### config.mk
export PLATFORM = sky130hd
export DESIGN_NAME = mandelbrot_smooth_escape
export DESIGN_NICKNAME = d
export VERILOG_FILES = /design/src/hdl/mse_pkg.sv /design/src/hdl/mse_mul.sv /design/src/hdl/mse_div.sv /design/src/hdl/mandelbrot_smooth_escape.sv
export SDC_FILE = /design/constraint.sdc
export NUM_CORES = 2
export LEC_CHECK = 0
export BUFFER_PORTS_ARGS = -buffer_cell sky130_fd_sc_hd__buf_2
export CORE_MARGIN = 2
export CORE_UTILIZATION = 25
export DETAILED_ROUTE_END_ITERATION = 7
export PLACE_DENSITY = 0.42
export SLEW_MARGIN = 20
export SYNTH_ARGS = -nofsm -noshare
export SYNTH_HDL_FRONTEND = slang
export SYNTH_SLANG_ARGS = --single-unit
### constraint.sdc
create_clock -name clk -period 30.8 [get_ports clk]
set_clock_uncertainty 0.05 [all_clocks]
set_input_delay 1.54 -clock clk [delete_from_list [all_inputs] [get_ports clk]]
set_output_delay 1.54 -clock clk [all_outputs]
set_load 0.03 [all_outputs]
### src/hdl/mse_pkg.sv
// Package for the Mandelbrot smooth escape block: default parameters, fixed-point
// constants, configuration register indexes and the sequencer state type.
// No dependencies; the top level uses it by scoped names.
package mse_pkg;

	localparam int COORD_FRAC_BITS_DEF = 28;
	localparam int MAX_SIDE_DEF        = 4096;

	// Logarithm fraction bits and ln 2 in Q.30.
	localparam int LOG_FRAC = 24;
	localparam logic [29:0] LN2_Q30 = 30'd744261118;

	// Normalized mantissa used by the bit-serial log2.
	localparam int MANT_W = 31;

	localparam int CFG_W     = 32;
	localparam int CFG_IDX_W = 3;

	localparam logic [CFG_IDX_W-1:0] REG_CENTER_REAL = 3'd0;
	localparam logic [CFG_IDX_W-1:0] REG_CENTER_IMAG = 3'd1;
	localparam logic [CFG_IDX_W-1:0] REG_HALF_SPAN   = 3'd2;
	localparam logic [CFG_IDX_W-1:0] REG_COLUMNS     = 3'd3;
	localparam logic [CFG_IDX_W-1:0] REG_ROWS        = 3'd4;
	localparam logic [CFG_IDX_W-1:0] REG_ITER_LIMIT  = 3'd5;

	localparam int IDX_W   = 12;
	localparam int COUNT_W = 16;
	localparam int MU_W    = 33;
	localparam int MU_ST_W = 34;

	typedef enum logic [3:0] {
		ST_IDLE,
		ST_MAP_GO,
		ST_MAP_MUL,
		ST_MAP_DIV,
		ST_Z_GO,
		ST_Z_MUL,
		ST_Z_CHK,
		ST_L_NORM,
		ST_L_GO,
		ST_L_MUL,
		ST_LN_GO,
		ST_LN_MUL,
		ST_MU,
		ST_FIN
	} mse_state_t;

endpackage

### src/hdl/mse_mul.sv
// Shared unsigned multiplier for the Mandelbrot smooth escape block.
// Forms one full product from four half-width partial products.
// Depends on nothing but its parameter.
module mse_mul #(
	parameter int MW = 32
) (
	input  logic            clk,
	input  logic            arst_n,
	input  logic            start,
	input  logic [MW-1:0]   a,
	input  logic [MW-1:0]   b,
	output logic            done,
	output logic [4*((MW+1)/2)-1:0] prod
);

	localparam int H  = (MW + 1) / 2;
	localparam int PR = 4 * H;

	logic [2*H-1:0] a_q, b_q;
	logic [PR-1:0]  acc_q;
	logic [1:0]     k_q;
	logic           busy_q, done_q;
	logic [H-1:0]   op_a, op_b;
	logic [2*H-1:0] pp;
	logic [PR-1:0]  pp_sh;

	always_comb begin
		op_a = k_q[1] ? a_q[2*H-1:H] : a_q[H-1:0];
		op_b = k_q[0] ? b_q[2*H-1:H] : b_q[H-1:0];
		pp   = op_a * op_b;
		case (k_q)
			2'd0:    pp_sh = PR'(pp);
			2'd3:    pp_sh = PR'(pp) << (2 * H);
			default: pp_sh = PR'(pp) << H;
		endcase
	end

	always_ff @(posedge clk or negedge arst_n) begin
		if (!arst_n) begin
			busy_q <= 1'b0;
			done_q <= 1'b0;
			k_q    <= 2'd0;
		end else if (start) begin
			busy_q <= 1'b1;
			done_q <= 1'b0;
			k_q    <= 2'd0;
		end else if (busy_q) begin
			k_q <= k_q + 2'd1;
			if (k_q == 2'd3) begin
				busy_q <= 1'b0;
				done_q <= 1'b1;
			end
		end else begin
			done_q <= 1'b0;
		end
	end

	always_ff @(posedge clk) begin
		if (start) begin
			a_q   <= (2*H)'(a);
			b_q   <= (2*H)'(b);
			acc_q <= '0;
		end else if (busy_q) begin
			acc_q <= acc_q + pp_sh;
		end
	end

	assign done = done_q;
	assign prod = acc_q;

endmodule

### src/hdl/mse_div.sv
// Restoring divider for the pixel-to-window mapping, one quotient bit per cycle.
// Depends on nothing but its parameters.
module mse_div #(
	parameter int DW = 44,
	parameter int SW = 13
) (
	input  logic          clk,
	input  logic          arst_n,
	input  logic          start,
	input  logic [DW-1:0] dividend,
	input  logic [SW-1:0] divisor,
	output logic          done,
	output logic [DW-1:0] quot
);

	localparam int CW = $clog2(DW + 1);

	logic [DW-1:0] quot_q;
	logic [SW-1:0] rem_q, div_q;
	logic [CW-1:0] cnt_q;
	logic          busy_q, done_q;
	logic [SW:0]   trial, diff;
	logic          qbit;

	always_comb begin
		trial = {rem_q, quot_q[DW-1]};
		diff  = trial - {1'b0, div_q};
		qbit  = (trial >= {1'b0, div_q});
	end

	always_ff @(posedge clk or negedge arst_n) begin
		if (!arst_n) begin
			busy_q <= 1'b0;
			done_q <= 1'b0;
			cnt_q  <= '0;
		end else if (start) begin
			busy_q <= 1'b1;
			done_q <= 1'b0;
			cnt_q  <= '0;
		end else if (busy_q) begin
			cnt_q <= cnt_q + CW'(1);
			if (cnt_q == CW'(DW - 1)) begin
				busy_q <= 1'b0;
				done_q <= 1'b1;
			end
		end else begin
			done_q <= 1'b0;
		end
	end

	always_ff @(posedge clk) begin
		if (start) begin
			quot_q <= dividend;
			rem_q  <= '0;
			div_q  <= divisor;
		end else if (busy_q) begin
			quot_q <= {quot_q[DW-2:0], qbit};
			rem_q  <= qbit ? diff[SW-1:0] : trial[SW-1:0];
		end
	end

	assign done = done_q;
	assign quot = quot_q;

endmodule

### src/hdl/mandelbrot_smooth_escape.sv
// Top level of the Mandelbrot smooth escape block: configuration registers,
// sequencer, running minimum and maximum, output register.
// Depends on mse_pkg, mse_mul and mse_div.
//
// Channel   Direction  Content
// s_axis    in         tdata: pixel_col[11:0], pixel_row[23:12]
// m_axis    out        tdata: iteration_count, smooth_value, lowest_smooth,
//                      highest_smooth; tuser: escaped
// cfg       in         write enable, register index, 32-bit data
//
// One pixel is accepted, then mapped to the window on both axes (per axis a
// multiply and a divide), then iterated (each escape iteration takes three
// products and a check), then passes the two bit-serial logarithms when the
// pixel escapes. The shared multiplier paces each iteration; the iteration count
// sets the total time.
// Reset clears the configuration to its defaults and the running range.
// A new pixel transfer is taken only when the sequencer is idle; a finished
// result waits in the output register while the next pixel is already at work.
module mandelbrot_smooth_escape #(
	parameter int COORD_FRAC_BITS = mse_pkg::COORD_FRAC_BITS_DEF,
	parameter int MAX_SIDE        = mse_pkg::MAX_SIDE_DEF
) (
	input  logic         clk,
	input  logic         arst_n,
	input  logic         s_axis_tvalid,
	output logic         s_axis_tready,
	input  logic [23:0]  s_axis_tdata,   // pixel_col, pixel_row
	output logic         m_axis_tvalid,
	input  logic         m_axis_tready,
	output logic [119:0] m_axis_tdata,   // iteration_count, smooth_value,
	                                     // lowest_smooth, highest_smooth, zero pad
	output logic [0:0]   m_axis_tuser,   // escaped
	input  logic         cfg_write,
	input  logic [mse_pkg::CFG_IDX_W-1:0] cfg_index,
	input  logic [mse_pkg::CFG_W-1:0]     cfg_data
);

	localparam int F    = COORD_FRAC_BITS;
	localparam int LF   = mse_pkg::LOG_FRAC;
	localparam int MW   = (F + 5 > 32) ? F + 5 : 32;    // multiplier operand
	localparam int PRW  = 4 * ((MW + 1) / 2);           // multiplier product
	localparam int ZW   = F + 6;                        // z and c parts
	localparam int PW   = F + 11;                       // truncated products
	localparam int NW   = F + 11;                       // |z|^2 and log input
	localparam int SW   = $clog2(MAX_SIDE + 1);
	localparam int DW   = 32 + mse_pkg::IDX_W;
	localparam int MPW  = ((DW > F + 5) ? DW : F + 5) + 2;
	localparam int SCW  = $clog2(NW);
	localparam int MTW  = mse_pkg::MANT_W;
	localparam int TW   = mse_pkg::COUNT_W + 1 + LF + 2;

	localparam logic signed [MPW-1:0] CLIM = MPW'(1) << (F + 4);
	localparam logic [NW-1:0]         FOUR = NW'(4) << F;

	// Configuration registers.
	logic signed [31:0] center_re_q, center_im_q;
	logic [30:0]        hs_q;
	logic [12:0]        cols_q, rows_q;
	logic [15:0]        lim_q;

	always_ff @(posedge clk or negedge arst_n) begin
		if (!arst_n) begin
			center_re_q <= '0;
			center_im_q <= '0;
			hs_q        <= 31'(64'd1 << (F - 1));
			cols_q      <= 13'd512;
			rows_q      <= 13'd512;
			lim_q       <= 16'd110;
		end else if (cfg_write) begin
			unique case (cfg_index)
				mse_pkg::REG_CENTER_REAL: center_re_q <= cfg_data;
				mse_pkg::REG_CENTER_IMAG: center_im_q <= cfg_data;
				mse_pkg::REG_HALF_SPAN:   hs_q        <= cfg_data[30:0];
				mse_pkg::REG_COLUMNS:     cols_q      <= cfg_data[12:0];
				mse_pkg::REG_ROWS:        rows_q      <= cfg_data[12:0];
				mse_pkg::REG_ITER_LIMIT:  lim_q       <= cfg_data[15:0];
				default: ;
			endcase
		end
	end

	mse_pkg::mse_state_t state_q, state_d;

	// Datapath registers.
	logic [11:0]            col_q, row_q;
	logic                   axis_q;
	logic signed [ZW-1:0]   cr_q, ci_q, x_q, y_q;
	logic signed [PW-1:0]   xx_q, yy_q, xy_q;
	logic [15:0]            n_q;
	logic [1:0]             k_q;
	logic [NW-1:0]          norm_q;
	logic [SCW-1:0]         sc_q;
	logic [MTW-1:0]         mant_q;
	logic [LF-1:0]          frac_q;
	logic [4:0]             step_q;
	logic                   lpass_q;
	logic [31:0]            l2m_q, l2ln_q;
	logic                   esc_q;
	logic signed [mse_pkg::MU_ST_W-1:0] mu_q, min_q, max_q;

	// Output register.
	logic                   ov_q;
	logic [15:0]            o_cnt_q;
	logic                   o_esc_q;
	logic [mse_pkg::MU_W-1:0] o_mu_q, o_lo_q, o_hi_q;

	// Shared units.
	logic            mul_start, mul_done, div_start, div_done;
	logic [MW-1:0]   mul_a, mul_b;
	logic [PRW-1:0]  prod;
	logic [DW-1:0]   quot;
	logic [SW-1:0]   side;

	mse_mul #(.MW(MW)) u_mul (
		.clk(clk), .arst_n(arst_n), .start(mul_start), .a(mul_a), .b(mul_b),
		.done(mul_done), .prod(prod)
	);

	mse_div #(.DW(DW), .SW(SW)) u_div (
		.clk(clk), .arst_n(arst_n), .start(div_start), .dividend(prod[DW-1:0]),
		.divisor(side), .done(div_done), .quot(quot)
	);

	// Combinational helpers.
	logic [12:0]           side_raw;
	logic [ZW-1:0]         ax, ay;
	logic [F+9:0]          zr;
	logic                  zneg;
	logic [NW-1:0]         mag;
	logic signed [PW-1:0]  nx, ny;
	logic                  cont;
	logic signed [MPW-1:0] pmap;
	logic signed [ZW-1:0]  csat;
	logic [31:0]           sq;
	logic                  sqbit;
	logic [LF-1:0]         frac_next;
	logic [7:0]            expo;
	logic [31:0]           l2_new;
	logic [PRW-1:0]        ln_sum;
	logic [31:0]           lnm;
	logic signed [TW-1:0]  tmu;
	logic signed [mse_pkg::MU_ST_W-1:0] mu_new;
	logic                  fin_go;

	always_comb begin
		side_raw = axis_q ? rows_q : cols_q;
		if (side_raw == 13'd0)
			side = SW'(1);
		else if (32'(side_raw) > 32'(MAX_SIDE))
			side = SW'(MAX_SIDE);
		else
			side = SW'(side_raw);

		// Window position, extrapolated off the image and saturated to [-16, 16).
		pmap = MPW'(axis_q ? center_im_q : center_re_q) - MPW'(hs_q) + MPW'(quot);
		if (pmap < -CLIM)
			csat = ZW'(-CLIM);
		else if (pmap > CLIM - MPW'(1))
			csat = ZW'(CLIM - MPW'(1));
		else
			csat = ZW'(pmap);

		ax   = x_q[ZW-1] ? ZW'(-x_q) : ZW'(x_q);
		ay   = y_q[ZW-1] ? ZW'(-y_q) : ZW'(y_q);
		zr   = prod[F +: F + 10];
		zneg = x_q[ZW-1] ^ y_q[ZW-1];

		mag  = NW'(xx_q) + NW'(yy_q);
		nx   = xx_q - yy_q + PW'(cr_q);
		ny   = (xy_q <<< 1) + PW'(ci_q);
		cont = (mag <= FOUR) && (n_q < lim_q);

		sq        = prod[30 +: 32];
		sqbit     = sq[31];
		frac_next = {frac_q[LF-2:0], sqbit};
		expo      = 8'(NW - 1 - int'(sc_q) - (lpass_q ? LF : F));
		l2_new    = {expo, frac_next};

		ln_sum = prod + PRW'(64'd1 << 29);
		lnm    = ln_sum[30 +: 32];

		// Smooth count with round to nearest at Q16.16.
		tmu    = (TW'({1'b0, n_q} + 17'd1) <<< LF) - TW'(l2ln_q) + TW'(1 << (LF - 17));
		mu_new = mse_pkg::MU_ST_W'(tmu >>> (LF - 16));

		fin_go = !ov_q || m_axis_tready;
	end

	// Next state.
	always_comb begin
		state_d = state_q;
		unique case (state_q)
			mse_pkg::ST_IDLE:    if (s_axis_tvalid) state_d = mse_pkg::ST_MAP_GO;
			mse_pkg::ST_MAP_GO:  state_d = mse_pkg::ST_MAP_MUL;
			mse_pkg::ST_MAP_MUL: if (mul_done) state_d = mse_pkg::ST_MAP_DIV;
			mse_pkg::ST_MAP_DIV: begin
				if (div_done)
					state_d = axis_q ? mse_pkg::ST_Z_CHK : mse_pkg::ST_MAP_GO;
			end
			mse_pkg::ST_Z_GO:    state_d = mse_pkg::ST_Z_MUL;
			mse_pkg::ST_Z_MUL: begin
				if (mul_done)
					state_d = (k_q == 2'd2) ? mse_pkg::ST_Z_CHK : mse_pkg::ST_Z_GO;
			end
			mse_pkg::ST_Z_CHK: begin
				if (cont)
					state_d = mse_pkg::ST_Z_GO;
				else if (n_q < lim_q)
					state_d = mse_pkg::ST_L_NORM;
				else
					state_d = mse_pkg::ST_FIN;
			end
			mse_pkg::ST_L_NORM:  if (norm_q[NW-1]) state_d = mse_pkg::ST_L_GO;
			mse_pkg::ST_L_GO:    state_d = mse_pkg::ST_L_MUL;
			mse_pkg::ST_L_MUL: begin
				if (mul_done) begin
					if (step_q == 5'(LF - 1))
						state_d = lpass_q ? mse_pkg::ST_MU : mse_pkg::ST_LN_GO;
					else
						state_d = mse_pkg::ST_L_GO;
				end
			end
			mse_pkg::ST_LN_GO:   state_d = mse_pkg::ST_LN_MUL;
			mse_pkg::ST_LN_MUL:  if (mul_done) state_d = mse_pkg::ST_L_NORM;
			mse_pkg::ST_MU:      state_d = mse_pkg::ST_FIN;
			mse_pkg::ST_FIN:     if (fin_go) state_d = mse_pkg::ST_IDLE;
			default:             state_d = mse_pkg::ST_IDLE;
		endcase
	end

	// Sequencer outputs: unit starts, multiplier operand selection and input ready.
	always_comb begin
		mul_start     = 1'b0;
		div_start     = 1'b0;
		mul_a         = '0;
		mul_b         = '0;
		s_axis_tready = 1'b0;
		unique case (state_q)
			mse_pkg::ST_IDLE: s_axis_tready = 1'b1;
			mse_pkg::ST_MAP_GO: begin
				mul_start = 1'b1;
				mul_a     = MW'({hs_q, 1'b0});
				mul_b     = MW'(axis_q ? row_q : col_q);
			end
			mse_pkg::ST_MAP_MUL: div_start = mul_done;
			mse_pkg::ST_Z_GO: begin
				mul_start = 1'b1;
				mul_a     = MW'((k_q == 2'd1) ? ay : ax);
				mul_b     = MW'((k_q == 2'd0) ? ax : ay);
			end
			mse_pkg::ST_L_GO: begin
				mul_start = 1'b1;
				mul_a     = MW'(mant_q);
				mul_b     = MW'(mant_q);
			end
			mse_pkg::ST_LN_GO: begin
				mul_start = 1'b1;
				mul_a     = MW'(l2m_q);
				mul_b     = MW'(mse_pkg::LN2_Q30);
			end
			default: ;
		endcase
	end

	always_ff @(posedge clk or negedge arst_n) begin
		if (!arst_n) begin
			state_q <= mse_pkg::ST_IDLE;
			min_q   <= mse_pkg::MU_ST_W'(110) <<< 16;
			max_q   <= '0;
			ov_q    <= 1'b0;
		end else begin
			state_q <= state_d;
			if (state_q == mse_pkg::ST_IDLE && s_axis_tvalid &&
			    s_axis_tdata[23:0] == 24'd0) begin
				// Frame start clears the running range.
				min_q <= mse_pkg::MU_ST_W'(lim_q) <<< 16;
				max_q <= '0;
			end
			if (state_q == mse_pkg::ST_MU) begin
				if (mu_new < min_q) min_q <= mu_new;
				if (mu_new > max_q) max_q <= mu_new;
			end
			if (state_q == mse_pkg::ST_FIN && fin_go)
				ov_q <= 1'b1;
			else if (m_axis_tready)
				ov_q <= 1'b0;
		end
	end

	always_ff @(posedge clk) begin
		case (state_q)
			mse_pkg::ST_IDLE: begin
				col_q  <= s_axis_tdata[11:0];
				row_q  <= s_axis_tdata[23:12];
				axis_q <= 1'b0;
				x_q    <= '0;
				y_q    <= '0;
				xx_q   <= '0;
				yy_q   <= '0;
				xy_q   <= '0;
				n_q    <= '0;
				k_q    <= '0;
			end
			mse_pkg::ST_MAP_DIV: begin
				if (div_done) begin
					if (axis_q) ci_q <= csat;
					else        cr_q <= csat;
					axis_q <= 1'b1;
				end
			end
			mse_pkg::ST_Z_MUL: begin
				if (mul_done) begin
					unique case (k_q)
						2'd0:    xx_q <= PW'(zr);
						2'd1:    yy_q <= PW'(zr);
						default: xy_q <= zneg ? -PW'(zr) : PW'(zr);
					endcase
					k_q <= (k_q == 2'd2) ? 2'd0 : k_q + 2'd1;
				end
			end
			mse_pkg::ST_Z_CHK: begin
				if (cont) begin
					x_q <= ZW'(nx);
					y_q <= ZW'(ny);
					n_q <= n_q + 16'd1;
				end else begin
					esc_q   <= (n_q < lim_q);
					mu_q    <= '0;
					norm_q  <= mag;
					sc_q    <= '0;
					lpass_q <= 1'b0;
				end
			end
			mse_pkg::ST_L_NORM: begin
				if (norm_q[NW-1]) begin
					mant_q <= norm_q[NW-1 -: MTW];
					frac_q <= '0;
					step_q <= '0;
				end else begin
					norm_q <= norm_q << 1;
					sc_q   <= sc_q + SCW'(1);
				end
			end
			mse_pkg::ST_L_MUL: begin
				if (mul_done) begin
					mant_q <= sqbit ? sq[MTW:1] : sq[MTW-1:0];
					frac_q <= frac_next;
					step_q <= step_q + 5'd1;
					if (step_q == 5'(LF - 1)) begin
						if (lpass_q) l2ln_q <= l2_new;
						else         l2m_q  <= l2_new;
					end
				end
			end
			mse_pkg::ST_LN_MUL: begin
				if (mul_done) begin
					norm_q  <= NW'(lnm);
					sc_q    <= '0;
					lpass_q <= 1'b1;
				end
			end
			mse_pkg::ST_MU: mu_q <= mu_new;
			mse_pkg::ST_FIN: begin
				if (fin_go) begin
					o_cnt_q <= n_q;
					o_esc_q <= esc_q;
					o_mu_q  <= mu_q[mse_pkg::MU_W-1:0];
					o_lo_q  <= min_q[mse_pkg::MU_W-1:0];
					o_hi_q  <= max_q[mse_pkg::MU_W-1:0];
				end
			end
			default: ;
		endcase
	end

	assign m_axis_tvalid = ov_q;
	assign m_axis_tdata  = {5'd0, o_hi_q, o_lo_q, o_mu_q, o_cnt_q};
	assign m_axis_tuser  = o_esc_q;

endmodule
### Word level (Yosys, flattened, before mapping)

Cells that the tools add are included.

* register bits: 1035

* add/sub/neg operators: 23
* reduce and logical (&&, ||, !) cells: 49
* $mul: 1
* magnitude comparators: 8
* bitwise logic cells: 4
* eq/ne operators: 39
* mux-type cells: 105

Operators with widths (count)
* 34-bit 2-to-1 mux: 10
* 39-bit 2-to-1 mux: 7
* 33-bit 2-to-1 mux: 8
* 33-bit one-hot mux with 4 select lines: 2
* 39-bit one-hot mux with 2 select lines: 2
* 34-bit one-hot mux with 2 select lines: 2
* 68-bit one-hot mux with 2 select lines: 1
* 33-bit one-hot mux with 2 select lines: 2
* 39-bit one-hot mux with 3 select lines: 1
* 33-bit negator: 3
* 31-bit 2-to-1 mux: 3
* 44-bit 2-to-1 mux: 2
* 34-bit adder: 2
* 68-bit adder: 1
* 62-bit by 30-bit adder with 62-bit output, second input constant: 1
* 31-bit one-hot mux with 2 select lines: 1
* 4-bit one-hot mux with 14 select lines: 1
* 46-bit by 44-bit adder with 46-bit output: 1
* 46-bit by 33-bit > comparator with 1-bit output, second input constant: 1
* 46-bit by 33-bit < comparator with 1-bit output, second input constant: 1
* 23-bit 2-to-1 mux: 2
* 46-bit 2-to-1 mux: 1
* 23-bit one-hot mux with 2 select lines: 1
* 46-bit by 31-bit subtractor with 46-bit output: 1
* other kinds (66): 172

### Longest topological paths before layout

* depth after elaboration: 6
* depth in mapped cells: 42
* depth with buffers taken out: 38

### Modules after synthesis

A second synthesis with hierarchy kept.

* cell total of the unflattened synthesis: 7093
* area total of the unflattened synthesis: 71492.3 µm²

Modules (own cells, without submodules)
* mandelbrot_smooth_escape: times used 1, cells an instance 4614, area an instance 48780.5 µm², seq. area each 23498.8 µm²
* mse_mul: times used 1, cells an instance 2164, area an instance 18814.3 µm², seq. area each 3443.3 µm²
* mse_div: times used 1, cells an instance 315, area an instance 3897.5 µm², seq. area each 2172.1 µm²

### Worst setup path before layout

Ideal clock, no wire load.

* kind: input-to-reg
* from: input m_axis_tready
* to: register o_esc_q (netlist: m_axis_tuser), enable pin
* buffers on the path: 0
* required time: 29.993 ns
* arrival time: 10.040 ns
* stages on the path: 2
* setup time: 0.757 ns
* path slack: 19.953 ns
* cell sequence: nand2b_1 > nor3b_1

* word-level cells in the longest chain between the ends: 2

Ends and longest elaborated chain
* start, declared: line mandelbrot_smooth_escape.sv:29 `input logic m_axis_tready,`
* 1-bit logical OR: line mandelbrot_smooth_escape.sv:186 `fin_go = !ov_q || m_axis_tready;`
* 2-bit AND reduction (no line)
* end signal, assigned: line mandelbrot_smooth_escape.sv:366 `o_esc_q <= esc_q;`
* end, declared: line mandelbrot_smooth_escape.sv:104 `logic o_esc_q;`

No other way between the ends.
A chain may end at the register's enable or synchronous reset.

### Worst setup path in the final report

* from: register u_mul.k_q[1]
* to: register u_mul.acc_q[65] (netlist: u_mul.prod[65])

* word-level cells in the longest chain between the ends: 4

Ends and longest elaborated chain
* start, declared: line mse_mul.sv:21 `logic [1:0] k_q;`
* start signal, assigned: line mse_mul.sv:48 `k_q <= k_q + 2'd1;`
* 17-bit 2-to-1 mux: line mse_mul.sv:28 `op_a = k_q[1] ? a_q[2*H-1:H] : a_q[H-1:0];`
* 17-bit by 17-bit multiplier with 34-bit output: line mse_mul.sv:30 `pp = op_a * op_b;`
* 68-bit one-hot mux with 2 select lines *: line mse_mul.sv:31 `case (k_q)`
* 68-bit adder *: line mse_mul.sv:64 `acc_q <= acc_q + pp_sh;`
* end signal, assigned: line mse_mul.sv:64
* end, declared: line mse_mul.sv:20 `logic [PR-1:0] acc_q;`

Every way passes the cells marked *; elsewhere a longest branch is shown, timed or not.

==> flow_summary_export.csv <==
group,metric,value,unit
power,pwr-share-comb,16.7,%
timing,maxSlewViolCount,0,
timing,fmax,85.7,MHz
clock_network,cts_htree_levels,4,
worst_setup_path,cp-end-kind,"register",
route,first_iter_violations,4494,
route,ant_nets,0,
route,vias,53300,
synth,synthCells,6962,
clock_network,tritoncts,"yes",
power,cellPowerDensity,47.7,mW/mm²
grt,antenna_found_initial,20,
synth,synth.avg_cell_area,10.1,µm²
synth,syn_area,0.0703,mm²
power,internal_power,2700,µW
route,dr.pass1.iters,8,
timing,period_share,37.9,%
worst_setup_path,cpPeakStageDelay,0.85,ns
worst_setup_path,cp_max_fo,35,
worst_setup_path,crit_slowest_cell,"mux2i_1",
floorplan,die_area,0.286,mm²
worst_setup_path,path_class,"register to register",
power,power_frac_clock,41.7,%
timing,final.min_clock_period,11.66,ns
synth,synth_edf_count,730,
route,wirelength,268,mm
worst_hold_path,hp-class,"register to register",
synth,ys_warn_count,0,
status,violations,"DRC",
timing,setup_violations,0,
cells_and_area,nets,7910,
synth,synthArstFlopShare,21.5,%
floorplan,design.core.area,0.280,mm²
synth,synth_seq_cells,1031,
power,peakVddDrop,0.0578,mV
place,gp_congestion,0.891,
floorplan,die_x,534,µm
clock_network,clkTransAtPathRegs,0.06,ns
timing,slew_headroom,19.1,%
power,p_leak,0.0315,µW
grt,grt_pass1_wl,384,mm
synth,yosys-top-cells-area,"edfxtp_1 31%, fa_1 8.3%, ha_1 8.1%",
clock_network,postCtsHoldBufs,0,
cells_and_area,design_area,0.0803,mm²
cells_and_area,fin_util,28.7,%
power,p_sw_share,29.6,%
timing,worstMarginPinSlew,1.21,ns
power,seq_power_share,41.6,%
synth,synth-main-ff-cell,"edfxtp_1",
place,port_buffers,181,
clock_network,post_cts_buffers,0,
job,maxCapViolCount,0,
clock_network,ctsResizeCount,0,
place,place_area,0.0758,mm²
worst_setup_path,cp.required,31.46,ns
timing,tns,0,ns
route,route.detailed.drc,9,
synth,ys_types,103,
cells_and_area,drive_above_1_share,10.9,%
grt,grt_pass1_vias,52900,
timing,hold_viol,0,
worst_setup_path,crit_path_frequent_cell,"fa_1",
floorplan,initial_utilization,25.1,%
grt,grt_overflow,0,
route,wl_per_cell,24.5,µm
timing,grt_setup_unrepaired,"no",
floorplan,io-pin-count,187,
worst_setup_path,start_kind,"register",
synth,synth_top_area_share,31.2,%
synth,synth_top_cells_by_count,"811 x inv_1, 730 x edfxtp_1, 605 x nand2_1",
clock_network,cts_root_buf,"clkbuf_16",
synth,yosysTopAreaCell,"edfxtp_1",
clock_network,cts_buffer_depth,3,
clock_network,clock_latency,0.82,ns
synth,ys_seq_area_share,41.3,%
route,vias_per_cell,4.87,
worst_setup_path,worstPathArrival,12.32,ns
floorplan,fp-row-count,194,
grt,grt_max_degree,87,
floorplan,fp.dieH,534,µm
grt,gr-usage-all-layers,18.4,%
power,switchingPower,1140,µW
cells_and_area,synthToLayoutAreaGrowth,14.2,%
synth,synth_most_common_cell,"inv_1",
place,dp_hpwl,212,mm
clock_network,cts_made_buffers,130,
clock_network,cts.sinks,1031,
worst_setup_path,r2r_slack,19.14,ns
status,status,"complete, but fails checks",
==> area by class of cell <==
class | instances | area, µm²
clock inverters | 68 | 743
inverters | 812 | 3050
fillers | 29300 | 199000
flip-flops and latches | 1031 | 29100
repair buffers | 302 | 1840
diodes | 17 | 42.5
well taps | 3724 | 4660
clock buffers | 167 | 3670
multi-input cells | 4822 | 37200
==> critical path, delay by kind of cell (launching register included) <==
| kind | cells | cell delay [ns] |
|---|---|---|
| muxes | 2 | 1.15 |
| and+or+nand+nor | 4 | 0.93 |
| AOI/OAI and AO/OA | 18 | 4.42 |
| buffers and inverters | 5 | 0.66 |
| DFF | 1 | 0.32 |
| adders and majority gates | 8 | 4.04 |
==> path summary, 6_finish.rpt <==
path,startpoint,cells after the start,end
setup / recovery,u_mul.k_q[1],37,u_mul.prod[65]
hold / removal,mu_q[11],0,o_mu_q[11]
setup reg to reg,u_mul.k_q[1],37,u_mul.prod[65]
hold reg to reg,mu_q[11],0,o_mu_q[11]
max in group asynchronous,arst_n,4,max_q[17]
min in group asynchronous,arst_n,1,hs_q[24]
==> power groups by stage <==
stage	sequential, µW	combinational, µW	clock (µW)
final	1590	639	1600
after global routing	1600	690	1690
after CTS	1600	641	1640
after floorplan	1570	370	0
after global placement	1620	639	0
after detailed placement	1620	636	0
==> cells in the final DEF, fill, tap and decap left out, types with 39 or more instances in the layout <==
| cell type | synthesis | routed |
|---|---|---|
| nand2b_1 | 41 | 41 |
| fa_1 | 293 | 293 |
| buf_4 | 6 | 120 |
| buf_2 | 6 | 180 |
| nor3_1 | 103 | 100 |
| dfxtp_1 | 79 | 78 |
| and3_1 | 122 | 122 |
| nor2b_1 | 59 | 55 |
| mux2i_1 | 235 | 234 |
| mux2_2 | 188 | 188 |
| a21oi_1 | 360 | 359 |
| xor2_1 | 166 | 166 |
| edfxtp_1 | 730 | 730 |
| and2_1 | 60 | 60 |
| nor2_1 | 541 | 532 |
| a21o_1 | 142 | 142 |
| dfrtp_1 | 209 | 208 |
| nand4_1 | 66 | 66 |
| inv_1 | 811 | 809 |
| clkbuf_16 | 0 | 139 |
| o21ai_0 | 410 | 389 |
| xnor2_1 | 211 | 211 |
| nand3_1 | 89 | 88 |
| ha_1 | 454 | 452 |
| nand2_1 | 605 | 602 |
| o21a_1 | 39 | 39 |
==> cells by family (layout without fill, tap and decap cells) <==
group / count (synthesis) / after routing / share of synthesized area, %
muxes: 423 / 423 / 6.36
xor gates and xnor gates: 377 / 377 / 4.70
buffers and inverters: 1113 / 1349 / 6.02
AOI/OAI and AO/OA: 1414 / 1414 / 12.8
adders and majority gates: 749 / 749 / 16.4
DFF: 1031 / 1031 / 41.3
other: 1 / 22 / 0.00533
and+or+nand+nor: 1854 / 1854 / 12.3
==> flip-flops by register name, summed over array words and instances, names as in the netlist, 32 cells and up <==
register / flops
x_q: 34
min_q: 34
o_lo_q: 33
y_q: 34
u_div.quot: 44
ci_q: 34
u_mul.a_q: 33
center_im_q: 32
l2ln_q: 32
yy_q: 38
u_mul.prod: 66
max_q: 34
o_mu_q: 33
norm_q: 39
u_mul.b_q: 33
l2m_q: 32
center_re_q: 32
xy_q: 33
o_hi_q: 33
cr_q: 34
mu_q: 33
xx_q: 38
==> layer usage <==
metal / vias up / wire length [µm] / global-route usage, %
li1: 24700 / - / -
met1: 26800 / 123000 / 25.3
met2: 1485 / 121000 / 29.5
met3: 323 / 12700 / 2.50
met4: 0 / 11000 / 6.77
met5: - / 0 / 0
==> per-stage QoR <==
step           setup WS, ns  power (µW)  hold slack, ns  cells
2_1_floorplan         19.95        1940           0.350   6966
3_3_place_gp          19.37        2260           0.358  10700
3_5_place_dp          19.26        2260           0.355  10700
4_1_cts               19.17        3880           0.365  10900
5_1_grt               18.38        3980           0.384  10900
6_report              19.14        3830           0.367  10900
Note: power is estimated with default switching activity, not from simulation.
